$ cat config.mk
export PLATFORM = sky130hd
export DESIGN_NAME = lc3b_rf
export DESIGN_NICKNAME = d
export VERILOG_FILES = /design/src/sv/lc3b_rf.sv
export SDC_FILE = /design/constraint.sdc
export NUM_CORES = 1
export LEC_CHECK = 0
export ABC_AREA = 1
export BUFFER_PORTS_ARGS = -buffer_cell sky130_fd_sc_hd__buf_4
export CAP_MARGIN = 15
export CORE_MARGIN = 2
export CORE_UTILIZATION = 54
export CTS_BUF_LIST = sky130_fd_sc_hd__clkbuf_4 sky130_fd_sc_hd__clkbuf_8 sky130_fd_sc_hd__clkbuf_16
export CTS_CLUSTER_SIZE = 10
export DETAILED_ROUTE_END_ITERATION = 6
export GPL_ROUTABILITY_DRIVEN = 1
export PLACE_DENSITY_LB_ADDON = 0.25
export SYNTH_ARGS = -nofsm -noshare
export SYNTH_HDL_FRONTEND = slang
export SYNTH_SLANG_ARGS = --single-unit
export TNS_END_PERCENT = 30
$ cat constraint.sdc
create_clock -name clk -period 1.2 [get_ports clk]
set_input_delay 0.18 -clock clk [delete_from_list [all_inputs] [get_ports clk]]
set_output_delay 0.18 -clock clk [all_outputs]
set_load 0.03 [all_outputs]
$ cat src/sv/lc3b_rf.sv
// ----------------------------------------------------------------------------
// lc3b_rf
// Eight-entry register file, two registered read ports, reset valid bits.
// ----------------------------------------------------------------------------
module lc3b_rf (
	input  logic        clk,
	input  logic        arst_n,
	input  logic        we,
	input  logic [2:0]  waddr,
	input  logic [15:0] wdata,
	input  logic [2:0]  raddr_a,
	input  logic [2:0]  raddr_b,
	output logic [15:0] rdata_a,
	output logic [15:0] rdata_b
);

	logic [15:0] regs [8];
	logic [7:0]  vld_q;
	logic [15:0] ra_q, rb_q;
	logic        va_q, vb_q;

	// valid bits, cleared at reset
	always_ff @(posedge clk or negedge arst_n) begin
		if (!arst_n) begin
			vld_q <= '0;
			va_q  <= 1'b0;
			vb_q  <= 1'b0;
		end else begin
			if (we)
				vld_q[waddr] <= 1'b1;
			va_q <= vld_q[raddr_a];
			vb_q <= vld_q[raddr_b];
		end
	end

	// storage and read registers
	always_ff @(posedge clk) begin
		if (we)
			regs[waddr] <= wdata;
		ra_q <= regs[raddr_a];
		rb_q <= regs[raddr_b];
	end

	// entries never written read as zero
	assign rdata_a = va_q ? ra_q : 16'h0000;
	assign rdata_b = vb_q ? rb_q : 16'h0000;

endmodule

After elaboration in Yosys (flattened, before gate mapping)
Memory sizes are Yosys's and may differ from the RTL's. A register that Yosys moved wholly into a read port is not among the register bits.
Cells that the tools add are included.
{ "classes": {"n_reduce_logical": 1, "bitwise_logic": 1, "magnitude_cmp": 4, "mux": 10} }
{ "op_table": {"columns": ["op", "count"], "rows": [
  ["2-to-1 mux 16 bit", 2],
  ["less-than comparator 3 x 4 -> 1 bit, second input constant", 3],
  ["OR 8 bit", 1],
  ["binary-select mux 1 bit (select 3 bit)", 2],
  ["2-to-1 mux 1 bit", 5],
  ["demux 1 bit (select 3 bit)", 1],
  ["greater-or-equal comparator 3 x 1 -> 1 bit, second input constant", 1],
  ["logical AND 1 bit", 1]
]} }
{ "totals": {"regBits": 10, "inputBits": 28, "n_memories": 1, "ramBits": 128, "out_inout_bits": 32} }
{ "memory_table": {"columns": ["memory", "words", "width", "read_ports", "rd_ports_with_merged_regs", "write_ports", "line_no", "text"], "rows": [
  ["regs", 8, 16, 2, 2, 1, "17", "logic [15:0] regs [8];"]
]} }

Longest topological paths before layout
Gate-level depths: netlist (run 1).
{ "depth": {"ltp_word": 5, "ltp_mapped": 9} }

Worst setup path after synthesis (run 1)
Ideal clock, no wire load.
{ "synth_timing": {"path_kind": "input to register", "startpoint": "input waddr[0]", "endpoint": "memory regs[0][0] (enable)", "arrival_ns": 1.064, "slack_ns": -0.252, "path_buffers": 0, "cell_stages": 3, "cell_sequence": "inv_1 nand2_1 nor2_1"} }
{ "synth_rtl": {"columns": ["item", "line_no", "text"], "rows": [
  ["start, declared", "9", "input logic [2:0] waddr,"],
  ["end, declared", "17", null]
]} }
No word-level cell before the write port.

Worst setup path after layout (run 1)
{ "layout_timing": {"startpoint": "register vb_q", "endpoint": "output rdata_b[15]"} }
{ "layout_between": {"elab_chain_cells": 1} }
{ "layout_lines": {"columns": ["item", "line_no", "text"], "rows": [
  ["start, declared", "20", "logic va_q, vb_q;"],
  ["start signal, assigned", "32", "vb_q <= vld_q[raddr_b];"],
  ["2-to-1 mux 16 bit", "46", "assign rdata_b = vb_q ? rb_q : 16'h0000;"],
  ["end, declared", "14", "output logic [15:0] rdata_b"]
]} }
Every way passes these cells.

==> impl_metrics.json, run 1 <==
{
  "setup_viol": 32,
  "io_buffers": 59,
  "worst_pin_slew_ns": 0.335,
  "postCtsSetupBuffers": 0,
  "grt_max_degree": 49,
  "setup_ws_ns": -0.223,
  "dpl.hpwl_um": 12700,
  "end_kind": "primary output",
  "cts_buffers": 17,
  "antenna_found_initial": 0,
  "synth_top_cell_by_area": "edfxtp_1",
  "fillers": 1195,
  "cts_tree": "done",
  "die_area_um2": 16300,
  "drt-pass1-iter-count": 6,
  "p_int_mw": 10.4,
  "ir_drop_mv": 1.12,
  "worst_path_largest_cell_delay_ns": 0.39,
  "critPathTopFamily": "flip-flops",
  "ys_seq_area_frac": 0.572,
  "grt_use_total": 0.268,
  "finalClockSkew_ns": 0.00586,
  "hold_violations": 0,
  "fin_setup_tns_ns": -6.37,
  "design_area_um2": 10000,
  "ys_types": 15,
  "hp-class": "input pin to register",
  "grt_pass1_wl_um": 33200,
  "relSlewSlack": 0.776,
  "area_growth_pct": 21.1,
  "fp.coreArea_um2": 15100,
  "dieWidth_um": 128,
  "start_util": 0.548,
  "rsz0062_at_grt": "yes",
  "post_dp_cell_area_um2": 9160,
  "power_frac_comb": 0.140,
  "vias": 6802,
  "status": "complete, but fails checks",
  "drv_cap": 0,
  "wl_per_cell_um": 15.9,
  "swShare": 0.257,
  "clk_pin_slew_ns": 0.07,
  "worstPathArrival_ns": 1.24,
  "crit_path_max_fanout": 6,
  "drc_errors": 0,
  "htree_levels": 4,
  "cts.sinks": 170,
  "diodes": 0,
  "pwr_density_cell_nw_per_um2": 1390,
  "nNetsFinal": 1137,
  "p_leak_nw": 5.01,
  "ys_warn_count": 0,
  "synth_area_um2": 8270,
  "holdWs_ns": 0.0167,
  "start_kind": "register",
  "cts_max_path_buffers": 2,
  "syn_inst": 1033,
  "ys_ff_latch": 170,
  "final_core_util": 0.664,
  "cp_common_cell": "buf_4",
  "required_ns": 1.02,
  "routed_wl_um": 20800,
  "yosys-top-cells-area": "edfxtp_1, nand2_1, nand3_1",
  "r2r_start": "regs[4][5]$_DFFE_PP_",
  "drive_gt1_frac": 0.133,
  "seqPwrFrac": 0.477,
  "finalCritPeriodShare": 1.19,
  "gp_congestion": 0.832,
  "critPathBufInv": 3,
  "path_cells": "buf_4 -> nand2_1 -> inv_1 -> buf_4",
  "p_clk_frac": 0.384,
  "dp_slack_ns": 0.00572,
  "fmax_mhz": 703,
  "core.rowCount": 45,
  "power_switching_mw": 3.59,
  "timing.critical_path.from": "vb_q$_DFF_PN0_",
  "violations": "negative setup slack",
  "hold_start": "wdata[6]",
  "clock-root-buffer": "clkbuf_16",
  "overflow": 0,
  "ios": 60,
  "period_needed_ns": 1.42,
  "drtIter0Drc": 749,
  "ant_nets": 0,
  "slew_viol_final": 0,
  "synth_top_area_frac": 0.465,
  "synth_area_per_cell_um2": 8.01,
  "mostFrequentLayoutCells": "nand2_1, inv_1, nand3_1",
  "dieHeight_um": 128,
  "crit_slowest_cell": "dfrtp_1",
  "layout.cells.most_common": "nand2_1",
  "syn-num-nets": 1061,
  "grt_pass1_vias": 6390,
  "clock_latency_ns": 0.43,
  "via_per_inst": 5.19,
  "crit_type": "register to primary output"
}
-- power by group through the flow --
| stage | clock network (mW) | logic, mW | registers (mW) |
|---|---|---|---|
| after floorplan | 0 | 1.12 | 6.76 |
| after global placement | 0 | 1.78 | 6.77 |
| after detailed placement | 0 | 1.81 | 6.78 |
| after CTS | 5.43 | 1.93 | 6.65 |
| after global routing | 5.69 | 2.13 | 6.67 |
| final | 5.36 | 1.95 | 6.66 |
-- logic make-up (layout without fill, tap and decap cells) --
logic type	after synthesis	count (layout)	share of synthesized area
buffers and inverters	231	320	0.119
flip-flops	170	170	0.572
AND/OR/NAND/NOR	624	624	0.304
AO/OA/AOI/OAI	8	8	0.00484
-- metrics by stage --
stage               std cells  power [mW]
floorplan                1033        7.88
global placement         1262        8.55
detailed placement       1262        8.59
CTS                      1310        14.0
global route             1310        14.5
finish                   1310        14.0
-- worst paths after layout --
path                                             end  slack [ns]  cells past startpoint
worst min register to register  vld_q[3]$_DFFE_PN0P_        0.48                      2
min in group asynchronous       vld_q[2]$_DFFE_PN0P_        0.11                      2
worst min-delay path            regs[7][6]$_DFFE_PP_        0.02                      1
worst max-delay path                     rdata_b[15]       -0.22                      4
max in group asynchronous             va_q$_DFF_PN0_        0.95                      2
worst max register to register       rb_q[5]$_DFF_P_        0.26                      6
-- cell usage after synthesis --
master      n
buf_1       1
buf_2      31
buf_4       5
buf_6       8
clkbuf_1    9
clkinv_1    2
dfrtp_1    10
dfxtp_1    32
edfxtp_1  128
inv_1     171
inv_2       4
nand2_1   480
nand3_1   136
nor2_1      8
o21ai_0     8
-- registers in the layout (all words and copies together) (netlist names) --
register	count
va_q	1
regs	128
rb_q	16
ra_q	16
vld_q	8
vb_q	1
-- worst register-to-register path, cell delays in order (launching register included) --
cell and delay, ns:
edfxtp_1 0.37, inv_1 0.08, nand2_1 0.07, nand3_1 0.09
nand2_1 0.07, nand2_1 0.06, nand2_1 0.08
-- final cells by class --
type	instances	area, um^2	area share
inverter	177	664	0.0663
tap	188	235	0.0235
sequential	170	4730	0.473
multi-input combinational	632	2580	0.258
timing repair buffer	111	1220	0.122
clock inverter	15	153	0.0152
clock buffer	17	425	0.0425
-- routing by layer --
metal | GRT usage | vias up | share of wire
met1 | 0.345 | 3140 | 0.41
met4 | 0.101 | 0 | 0.022
met2 | 0.454 | 294 | 0.50
met3 | 0.0476 | 46 | 0.069
li1 | - | 3322 | -
met5 | 0 | - | 0
-- what timing repair did --
item	4_1_cts	5_1_grt
endpoints found under the setup margin	32	32
resized for setup	29	12
endpoints found under the hold margin	130	0
hold buffers	16	0
pin swaps	0	0
(Power assumes the default switching activity.)
==> run 2, diff against run 1 <==
- PLACE_DENSITY: default -> 0.73
- PLACE_DENSITY_LB_ADDON: 0.25 -> default
==> run 2 against run 1 <==
  * The flow still finishes with violations (negative setup slack)
  * Worst hold slack worse by 0.0086 ns
  * Register-to-register slack better by 0.02 ns
  * Design area down 0.82%
  * Clock power down 2%
  * Sequential share of layout area up 0.39 points
==> impl_metrics.json, run 2 (synthesis gave the netlist of run 1 again) <==
{
  "ir_drop_mv": 1.11,
  "clk_pin_slew_ns": 0.06,
  "fmax_mhz": 712,
  "path_cells": "buf_6 -> nand2_1 -> inv_2 -> buf_6",
  "setup_ws_ns": -0.205,
  "clock-root-buffer": "clkbuf_16",
  "finalNonFillerCells": 1304,
  "dp_cells": 1265,
  "ios": 60,
  "total_power_mw": 13.8,
  "clock_latency_ns": 0.42,
  "largest_register": "regs",
  "core.rowCount": 45,
  "largest_reg_flops": 128,
  "start_kind": "register",
  "vias": 6707,
  "setup_viol": 32,
  "overflow": 0,
  "htree_levels": 4,
  "drv_cap": 0,
  "drive_gt1_frac": 0.140,
  "required_ns": 1.02,
  "die_area_um2": 16300,
  "cts_buffers": 17,
  "drc_errors": 0,
  "start_util": 0.548,
  "end_kind": "primary output",
  "power_frac_comb": 0.139,
  "swShare": 0.245,
  "finalCritPeriodShare": 1.17,
  "reg.largest.list": "regs: 128 flops, ra_q: 16 flops, rb_q: 16 flops",
  "cts_tree": "done",
  "finalClockSkew_ns": 0.00656,
  "fin_setup_tns_ns": -6.00,
  "critPathBufInv": 3,
  "via_per_inst": 5.14,
  "postCtsSetupBuffers": 0,
  "crit_type": "register to primary output",
  "slew_viol_final": 0,
  "grt_use_total": 0.254,
  "cts_max_path_buffers": 2,
  "antenna_found_initial": 0,
  "final_core_util": 0.658,
  "grt_max_degree": 41,
  "nNetsFinal": 1131,
  "critPathTopFamily": "flip-flops",
  "violations": "negative setup slack",
  "p_clk_frac": 0.379,
  "worst_pin_slew_ns": 0.280,
  "p_leak_nw": 4.98,
  "area_growth_pct": 20.1,
  "dieWidth_um": 128,
  "crit_slowest_cell": "dfrtp_1",
  "crit_path_max_fanout": 10,
  "period_needed_ns": 1.40,
  "dieHeight_um": 128,
  "grt_pass1_vias": 6319,
  "grt_pass1_wl_um": 31700,
  "ant_nets": 0,
  "status": "complete, but fails checks",
  "hold_violations": 0,
  "seqPwrFrac": 0.482,
  "pwr_density_cell_nw_per_um2": 1390,
  "wl_per_cell_um": 15.4,
  "cp_common_cell": "buf_6",
  "hp-class": "input pin to register",
  "relSlewSlack": 0.813,
  "drt-pass1-iter-count": 5,
  "power_switching_mw": 3.39,
  "drtIter0Drc": 723,
  "worst_path_largest_cell_delay_ns": 0.39,
  "rsz0062_at_grt": "yes",
  "gp_congestion": 0.849,
  "worstPathArrival_ns": 1.22,
  "io_buffers": 59,
  "diodes": 0,
  "mostFrequentLayoutCells": "nand2_1, inv_1, nand3_1",
  "layout.cells.most_common": "nand2_1",
  "holdWs_ns": 0.00808,
  "cts.sinks": 170,
  "fp.coreArea_um2": 15100,
  "p_int_mw": 10.4,
  "dpl.hpwl_um": 12500,
  "routed_wl_um": 20100
}
## run 2: worst reg2reg max path, delay by kind of cell, from the launching register on
| kind | cells | cell delay (ns) |
|---|---|---|
| buffers and inverters | 1 | 0.08 |
| DFF | 1 | 0.37 |
| and+or+nand+nor | 5 | 0.36 |
## run 2: power by group through the flow
| stage | sequential [mW] | combinational (mW) | clock [mW] |
|---|---|---|---|
| 6_report | 6.67 | 1.93 | 5.24 |
| 2_1_floorplan | 6.76 | 1.12 | 0 |
| 3_3_place_gp | 6.77 | 1.75 | 0 |
| 3_5_place_dp | 6.78 | 1.78 | 0 |
| 4_1_cts | 6.66 | 1.86 | 5.28 |
| 5_1_grt | 6.69 | 2.11 | 5.53 |
## run 2: area by class of cell
cell class / instances / area (um^2)
Sequential cell: 170 / 4730
Tap cell: 188 / 235
Timing Repair Buffer: 105 / 1130
Fill cell: 1207 / 5160
Clock buffer: 22 / 463
Inverter: 177 / 664
Multi-Input combinational cell: 632 / 2610
Clock inverter: 10 / 101
## run 2: worst paths after layout
kind | endpoint | from | cells past startpoint | slack [ns]
max | rdata_a[8] | va_q$_DFF_PN0_ | 4 | -0.20
min | regs[1][0]$_DFFE_PP_ | wdata[0] | 1 | 0.008
max reg2reg | rb_q[3]$_DFF_P_ | regs[7][3]$_DFFE_PP_ | 6 | 0.28
min reg2reg | vld_q[5]$_DFFE_PN0P_ | vld_q[5]$_DFFE_PN0P_ | 2 | 0.48
max in group asynchronous | va_q$_DFF_PN0_ | arst_n | 2 | 0.94
min in group asynchronous | vld_q[1]$_DFFE_PN0P_ | arst_n | 2 | 0.12
## run 2: metal layers
layer / up-vias / share of wire / GRT usage
met5: - / 0 / 0
met4: 0 / 0.027 / 0.109
met3: 43 / 0.069 / 0.0417
met2: 272 / 0.51 / 0.447
met1: 3090 / 0.40 / 0.310
li1: 3302 / - / -
## run 2: timing repair
item,CTS,global route
gates resized for setup,23,33
setup endpoints to repair,32,32
hold buffers,7,0
hold endpoints to repair,46,0
## run 2: through the flow
| step | worst slack [ns] | instance area, um^2 |
|---|---|---|
| CTS | -0.227 | 9850 |
| global placement | -0.00000860 | 9130 |
| detailed placement | -0.0145 | 9130 |
| floorplan | -0.220 | 8280 |
| finish | -0.205 | 9930 |
| global route | -0.264 | 9930 |
