## config.mk

```make
export PLATFORM = sky130hd
export DESIGN_NAME = lc3b_alu
export DESIGN_NICKNAME = d
export VERILOG_FILES = /design/src/sv/lc3b_pkg.sv /design/src/sv/lc3b_alu.sv
export SDC_FILE = /design/constraint.sdc
export NUM_CORES = 1
export LEC_CHECK = 0
export BUFFER_PORTS_ARGS = -buffer_cell sky130_fd_sc_hd__buf_2
export CORE_MARGIN = 2
export CORE_UTILIZATION = 60
export DETAILED_ROUTE_END_ITERATION = 6
export GPL_ROUTABILITY_DRIVEN = 1
export PLACE_DENSITY_LB_ADDON = 0.12
export SLEW_MARGIN = 20
export SYNTH_ARGS = -nofsm -noshare
export SYNTH_HDL_FRONTEND = slang
export SYNTH_SLANG_ARGS = --single-unit
```

## constraint.sdc

```tcl
create_clock -name vclk -period 7.9
set_input_delay 0.79 -clock vclk [all_inputs]
set_output_delay 0.79 -clock vclk [all_outputs]
set_load 0.05 [all_outputs]
```

## src/sv/lc3b_pkg.sv

```systemverilog
// ----------------------------------------------------------------------------
// lc3b_pkg
// Shared types, opcodes and helpers of the LC-3b instruction executor.
// ----------------------------------------------------------------------------
package lc3b_pkg;

	// action codes of an input word
	localparam logic [1:0] ACT_WRITE = 2'd0;
	localparam logic [1:0] ACT_SETPC = 2'd1;
	localparam logic [1:0] ACT_STEP  = 2'd2;

	// opcodes
	localparam logic [3:0] OP_BR   = 4'h0;
	localparam logic [3:0] OP_ADD  = 4'h1;
	localparam logic [3:0] OP_LDB  = 4'h2;
	localparam logic [3:0] OP_STB  = 4'h3;
	localparam logic [3:0] OP_JSR  = 4'h4;
	localparam logic [3:0] OP_AND  = 4'h5;
	localparam logic [3:0] OP_LDW  = 4'h6;
	localparam logic [3:0] OP_STW  = 4'h7;
	localparam logic [3:0] OP_XOR  = 4'h9;
	localparam logic [3:0] OP_JMP  = 4'hC;
	localparam logic [3:0] OP_SHF  = 4'hD;
	localparam logic [3:0] OP_LEA  = 4'hE;
	localparam logic [3:0] OP_TRAP = 4'hF;

	localparam logic [2:0] CC_RESET = 3'b010;
	localparam logic [2:0] R7       = 3'd7;

	// execute stage result handed to the sequencer
	typedef struct packed {
		logic        rw;        // writes a general register now
		logic [2:0]  dr;
		logic [15:0] v;
		logic        setc;
		logic [15:0] npc;       // next pc
		logic [15:0] ea;        // byte address of a memory access
		logic        mem_op;    // needs a data memory access
		logic        is_load;
		logic        is_byte;
		logic        is_store;
		logic        is_trap;
	} exe_res_t;

	function automatic logic [2:0] cc_of(input logic [15:0] v);
		logic [2:0] c;
		if (v[15])
			c = 3'b100;
		else if (v == 16'h0000)
			c = 3'b010;
		else
			c = 3'b001;
		return c;
	endfunction

endpackage

```

## src/sv/lc3b_alu.sv

```systemverilog
// ----------------------------------------------------------------------------
// lc3b_alu
// Execute logic: operands, shifts, branch target and effective address.
// ----------------------------------------------------------------------------
module lc3b_alu
	import lc3b_pkg::*;
(
	input  logic [15:0] ir,
	input  logic [15:0] a,
	input  logic [15:0] rb,
	input  logic [15:0] pc_next,
	input  logic [2:0]  nzp,
	output exe_res_t    res
);

	logic [15:0] b, off5, off6, off9, off11;
	logic [3:0]  amt;

	assign off5  = {{11{ir[4]}}, ir[4:0]};
	assign off6  = {{10{ir[5]}}, ir[5:0]};
	assign off9  = {{7{ir[8]}}, ir[8:0]};
	assign off11 = {{5{ir[10]}}, ir[10:0]};
	assign b     = ir[5] ? off5 : rb;
	assign amt   = ir[3:0];

	// opcode decode
	always_comb begin
		res          = '0;
		res.dr       = ir[11:9];
		res.npc      = pc_next;
		res.ea       = a + off6;
		unique case (ir[15:12])
			OP_BR: begin
				if ((ir[11:9] & nzp) != 3'b000)
					res.npc = pc_next + {off9[14:0], 1'b0};
			end
			OP_ADD: begin
				res.v = a + b; res.rw = 1'b1; res.setc = 1'b1;
			end
			OP_AND: begin
				res.v = a & b; res.rw = 1'b1; res.setc = 1'b1;
			end
			OP_XOR: begin
				res.v = a ^ b; res.rw = 1'b1; res.setc = 1'b1;
			end
			OP_LDB: begin
				res.mem_op = 1'b1; res.is_load = 1'b1; res.is_byte = 1'b1;
			end
			OP_LDW: begin
				res.ea = a + {off6[14:0], 1'b0};
				res.mem_op = 1'b1; res.is_load = 1'b1;
			end
			OP_STB: begin
				res.mem_op = 1'b1; res.is_store = 1'b1; res.is_byte = 1'b1;
			end
			OP_STW: begin
				res.ea = a + {off6[14:0], 1'b0};
				res.mem_op = 1'b1; res.is_store = 1'b1;
			end
			OP_JSR: begin
				res.dr = R7; res.v = pc_next; res.rw = 1'b1;
				res.npc = ir[11] ? pc_next + {off11[14:0], 1'b0} : a;
			end
			OP_JMP: begin
				res.npc = a;
			end
			OP_SHF: begin
				if (!ir[4])
					res.v = a << amt;
				else if (ir[5])
					res.v = 16'($signed(a) >>> amt);
				else
					res.v = a >> amt;
				res.rw = 1'b1; res.setc = 1'b1;
			end
			OP_LEA: begin
				res.v = pc_next + {off9[14:0], 1'b0}; res.rw = 1'b1;
			end
			OP_TRAP: begin
				res.dr = R7; res.v = pc_next; res.rw = 1'b1;
				res.ea = {7'd0, ir[7:0], 1'b0};
				res.mem_op = 1'b1; res.is_trap = 1'b1;
			end
			default: begin
			end
		endcase
	end

endmodule

```

Yosys cells after proc, flatten, opt, wreduce, memory -nomap -nowiden
Index checks and enable logic that the tools add are counted.
{ "classes": {"n_shift": 3, "bitwise_logic": 3, "muxes": 16, "n_addsub": 5, "eq_ne": 12, "n_reduce_logical": 10} }
{ "op_table": {"columns": ["cell", "count"], "rows": [
  ["16-bit case mux with 6 select lines", 1],
  ["16-bit adder", 5],
  ["16-bit two-way mux", 5],
  ["16-bit case mux with 3 select lines", 1],
  ["16-bit case mux with 2 select lines", 1],
  ["4-bit == test (second input constant)", 5],
  ["16-bit AND", 1],
  ["4-bit by 3-bit == test with 1-bit output (second input constant)", 4],
  ["16-bit by 4-bit << shifter with 16-bit output", 1],
  ["16-bit by 4-bit right shift with 16-bit output", 1],
  ["16-bit by 4-bit >>> shifter with 16-bit output", 1],
  ["16-bit bitwise XOR", 1],
  ["2-bit OR reduction", 5],
  ["4-bit by 2-bit == test with 1-bit output (second input constant)", 2],
  ["1-bit two-way mux", 7],
  ["7-bit OR reduction", 1],
  ["5-bit OR reduction", 1],
  ["4-bit by 1-bit == test with 1-bit output (second input constant)", 1],
  ["4-bit zero test", 1],
  ["4-bit OR reduction", 1],
  ["3-bit AND", 1],
  ["3-bit two-way mux", 1],
  ["3-bit nonzero test", 1]
]} }
{ "word_totals": {"regBits": 0, "output_inout_bits": 58, "input_bits": 67} }

Depth between registers and ports, before layout
Gate-level depths: netlist of run 1.
{ "logic_depth": {"word_depth": 4, "depth_mapped": 14} }

Least setup slack after synthesis of run 1
OpenSTA, ideal clock, no wires.
{ "synth_timing": {"kind": "input port to output port", "start": "in ir[5]", "end": "out res[52] (netlist name)", "slack_ps": 3220, "required_time_ps": 7110, "cell_stages": 14, "arrival_ps": 3890, "cell_sequence": "clkbuf_1 clkbuf_1 nand2_1 clkbuf_1 o21ai_0 ha_1 clkbuf_1 a21o_1 a211oi_1 o2bb2ai_1 a31oi_1 a311oi_1 xor2_1 o21ai_1"} }
{ "synth_rtl": {"columns": ["item", "line", "rtl"], "rows": [
  ["start, declared", "lc3b_alu.sv:8", "input logic [15:0] ir,"],
  ["end, declared", "lc3b_alu.sv:13", "output exe_res_t res"]
]} }

==> qor.txt, run 1 <==
Outcome - finished clean
Max transition margin - 27.2%
Syn Nets - 930
Post-synth top area cell - ha_1
Hold Path Class - in -> out
YS warnings - 0
CP max-delay cell - buf_2
CP Launch Type - primary input
Hold_buf cts - 0
Vias in the first global route - 6713
Drt pass-1 iters - 6
Die height - 101 um
Flip-flop and latch count - 0
Final count of pins violating max slew - 0
F_max - 200 MHz
Pleak - 0.00279 uW
Initial Util - 61.7%
First-pass GRT wire length - 35100 um
Syn Inst Count - 803
Placed Instances - 990
Antenna viol nets, final - 0
Req. time, crit path - 7110 ps
Final hold vios - 0
PortBufs - 125
Worst Path Max Fanout - 39
Setup bufs post-CTS - 0
CP Cell Sequence - buf_2, mux2_2, ha_1, inv_1, fa_1, nor2b_1, o21a_1, o211ai_1, nand3b_1, a31oi_1, or4b_1, o2111ai_1, buf_2
Overall routing resource usage - 42.8%
CP Class - in -> out
Area contributors post-synth - ha_1 12%, mux4_2 8.7%, o21ai_0 6.4%
Placement Cell Area - 0.00623 mm^2
Non-Filler Instances - 991
Unrepaired setup endpoints after global routing - false
Global route total overflow - 0
Die width - 101 um
Hold_sp - ir[12]
Initial antenna violation count - 0
Reg area - 0 um^2
DR vias/cell - 7.40
Most frequent cells after synthesis - 73 x o21ai_0, 65 x a21oi_1, 63 x nand2_1
WP data arrival - 4210 ps
Final Cycle Share - 63.3%
Part of the Yosys area used for sequential elements - 0%
Cell variety after synth - 75
Fin area - 0.00623 mm^2
Post-cts repair resize count - 0
Final setup vio count - 0
Peak VDD IR - 94.4 uV
WP depth - 13
Core area - 0.00920 mm^2
Hold EP - res[3]
Crit. End Element - output port
Synth top area share - 12.3%
Drt initial violations - 735
Mapped cell area - 0.00568 mm^2
Die ar. - 0.0103 mm^2
Worst setup margin - 2900 ps
Placer Congestion - 0.991
Cell mode on critical path - buf_2
Mean area per synthesized cell - 7.07 um^2
Max cap viols - 0
Post-DP HPWL - 17100 um
Final TNS setup - 0 ps
DR WL/cell - 22.8 um
Largest net degree at the start of global routing - 50
P per Cell Area - 103 mW/mm^2
Worst-margin pin slew - 1090 ps
Area delta synth->final - 9.83%
DRC violations left - 0
Cell Rows - 35
Pre-CTS WS - 2940 ps
Routed wire length - 22600 um
Tmin final - 5000 ps
Antenna diodes - 0
Worst path top cell family by delay - buffers and inverters
Final nets - 1009
Clock Buffer Count - 0
Layout cells sized above 1 - 21.3%
Max stage delay on crit path - 740 ps
Ports - 125
Buf/Inv on CP - 3
Hold path depth - 3
Routed vias - 7332
Count leader, synth - o21ai_0
-- layout by cell type (no fill, tap or decap), types with 5 or more instances in the layout --
cell       instances
buf_2            125
o21ai_0           73
a21oi_1           65
nand2_1           63
ha_1              56
nor2_1            53
inv_1             36
mux2i_1           27
a21o_1            25
xnor2_1           25
mux4_2            22
a22oi_1           22
nand3_1           21
nor3_1            20
o21ai_1           20
a31oi_1           16
xor2_1            14
a222oi_1          12
mux2_2            11
o21a_1            11
o211ai_1          11
a211oi_1          10
nand2b_1           9
or3_1              9
a221oi_1           8
nand4_1            8
nor2b_1            7
o21bai_1           6
or2_2              6
buf_4              6
o2111ai_1          5
o221ai_1           5
-- stage by stage --
step	utilization (%)	total power (uW)	hold WS, ps
2_1_floorplan	-	468	1830
3_3_place_gp	67.7	614	2000
3_5_place_dp	67.7	625	2000
4_1_cts	67.7	628	2000
5_1_grt	67.8	687	2030
6_report	67.8	645	2010
-- layout make-up --
cell class,count,area (um^2)
fillers,810,2960
inverters,38,143
multi-input cells,710,5280
well taps,111,139
repair buffers,132,676
-- layer usage --
metal | track usage (%) | wire, um | share of wire [%]
met5 | 0 | 0 | 0
met1 | 58.1 | 8830 | 39
met3 | 8.21 | 3020 | 13
met2 | 65.8 | 9570 | 42
met4 | 19.5 | 1140 | 5.0
-- worst max-delay path by stage --
stage	startpoint	to
after global placement	ir[0]	res[50]
after detailed placement	ir[0]	res[50]
after CTS	ir[0]	res[50]
after global routing	ir[0]	res[50]
after floorplan	ir[5]	res[52]
final	ir[0]	res[50]
-- where the power goes --
| group | internal, uW | switching (uW) |
|---|---|---|
| registers | 0 | 0 |
| logic | 213 | 432 |
| clock network | 0 | 0 |
| total | 213 | 432 |
-- kinds of logic after synthesis --
| group | count (synthesis) | share of synthesized area [%] |
|---|---|---|
| AO/OA/AOI/OAI | 333 | 38.7 |
| buffers and inverters | 93 | 7.12 |
| multiplexers | 61 | 15.9 |
| XOR/XNOR | 39 | 6.02 |
| adder cells (fa/ha/maj) | 60 | 13.8 |
| AND/OR/NAND/NOR | 217 | 18.5 |
Power figures use the tool's default switching activity.
==> inputs of run 2 (changes only) <==
- CORE_UTILIZATION: 60 -> 59
- clock period: 7.9 -> 4.9 ns (I/O delays scaled with it)
==> run 2 against run 1 <==
  * Clock-buffer cell count unchanged
  * The run now ends with DRC left
  * Combinational power up 63%
  * Utilization up 0.12 points
  * Critical path depth unchanged
  * Design area up 1.1%
  * Final cell count up 2.4%
  * Sequential share of layout area unchanged
  * Power up 63%
  * Die area up 1.6%
  * Global-route usage up 0.66 points
  * Wire length up 3.7%
  * Hold slack worse by 600 ps
==> qor.txt, run 2 (synthesized netlist as in run 1, its figures left out) <==
P per Cell Area - 167 mW/mm^2
Hold Path Class - in -> out
Routed wire length - 23400 um
Final hold vios - 0
Post-cts repair resize count - 0
Area delta synth->final - 11.1%
Final count of pins violating max slew - 0
Global route total overflow - 0
CP Cell Sequence - buf_2, mux2_2, ha_1, inv_1, fa_1, nor2b_1, o21a_1, o211ai_1, nand3b_1, a31oi_1, or4b_1, o2111ai_1, buf_2
Setup bufs post-CTS - 0
Vias in the first global route - 6788
Final TNS setup - 0 ps
First-pass GRT wire length - 35500 um
CP max-delay cell - or4b_1
DR vias/cell - 7.26
Initial antenna violation count - 0
Worst Path Max Fanout - 24
Unrepaired setup endpoints after global routing - false
Routed vias - 7370
Die width - 102 um
Outcome - finished with violations
DRC violations left - 7
Initial Util - 61.1%
Area of the multi-input gates - 0.00528 mm^2
Buf/Inv on CP - 3
Post-DP HPWL - 17800 um
Die height - 102 um
Commonest cells after routing, fill and taps aside - 125 x buf_2, 73 x o21ai_0, 65 x a21oi_1, 63 x nand2_1, 56 x ha_1
Final Cycle Share - 82.1%
Cell Rows - 35
Final setup vio count - 0
Max stage delay on crit path - 520 ps
Placement Cell Area - 0.00630 mm^2
Leading cell type in the layout, fill and taps excluded - buf_2
Crit. End Element - output port
Drt initial violations - 946
Peak VDD IR - 136 uV
Flip-flop and latch count - 0
Fillers - 875
Ports - 125
Fin util - 67.9%
Cell mode on critical path - buf_2
Layout cells sized above 1 - 21.8%
Placer Congestion - 1.06
Antenna viol nets, final - 0
WP data arrival - 3530 ps
Failing checks - DRC
CP Class - in -> out
Clock Buffer Count - 0
Max transition margin - 21.2%
Drt pass-1 iters - 7
DR WL/cell - 23.0 um
WP depth - 13
Worst hold slack - 1410 ps
Max cap viols - 0
CP Launch Type - primary input
PortBufs - 125
Largest net degree at the start of global routing - 47
Fin area - 0.00630 mm^2
Req. time, crit path - 4410 ps
Hold_buf cts - 0
Overall routing resource usage - 43.5%
Reg area - 0 um^2
Antenna diodes - 0
Die ar. - 0.0104 mm^2
Pleak - 0.00282 uW
Core area - 0.00928 mm^2
Tmin final - 4020 ps
Worst path top cell family by delay - buffers and inverters
Hold path depth - 3
Final nets - 1015
Worst-margin pin slew - 1180 ps
F_max - 249 MHz
Pwr Total - 1050 uW
## run 2: cell types whose count changed in the layout (fill, tap and decap cells not counted), sizes merged
cell	delta
clkbuf	-1
buf	+7
## run 2: layout make-up
type | count | area share, %
Tap cell | 129 | 2.56
Multi-Input combinational cell | 710 | 83.7
Timing Repair Buffer | 138 | 11.5
Inverter | 38 | 2.26
## run 2: worst paths after layout
path               start  endpoint  slack [ps]
hold / removal    ir[12]    res[3]        1410
setup / recovery   ir[5]   res[50]         880
## run 2: tightest hold or removal path: stages
cell,delay (ps)
buf_2,160
nor2_1,60
buf_2,200
## run 2: layer usage
metal	routed length [um]	up-vias	part of all wire (%)	GRT usage (%)
met3	3380	114	14	6.91
met4	1490	0	6.4	23.0
li1	-	3288	-	-
met5	0	-	0	0
met2	9620	630	41	65.4
met1	8900	3338	38	59.8
## run 2: stage by stage
step,setup slack [ps],std cells
global route,719,1015
finish,878,1015
CTS,971,1015
global placement,1050,1015
detailed placement,980,1015
floorplan,820,803
## run 2: power by group
group          internal, uW  leakage [uW]  switching, uW  total, uW
clock                     0             0              0          0
combinational           346       0.00282            705       1050
sequential                0             0              0          0
total                   346       0.00282            705       1050
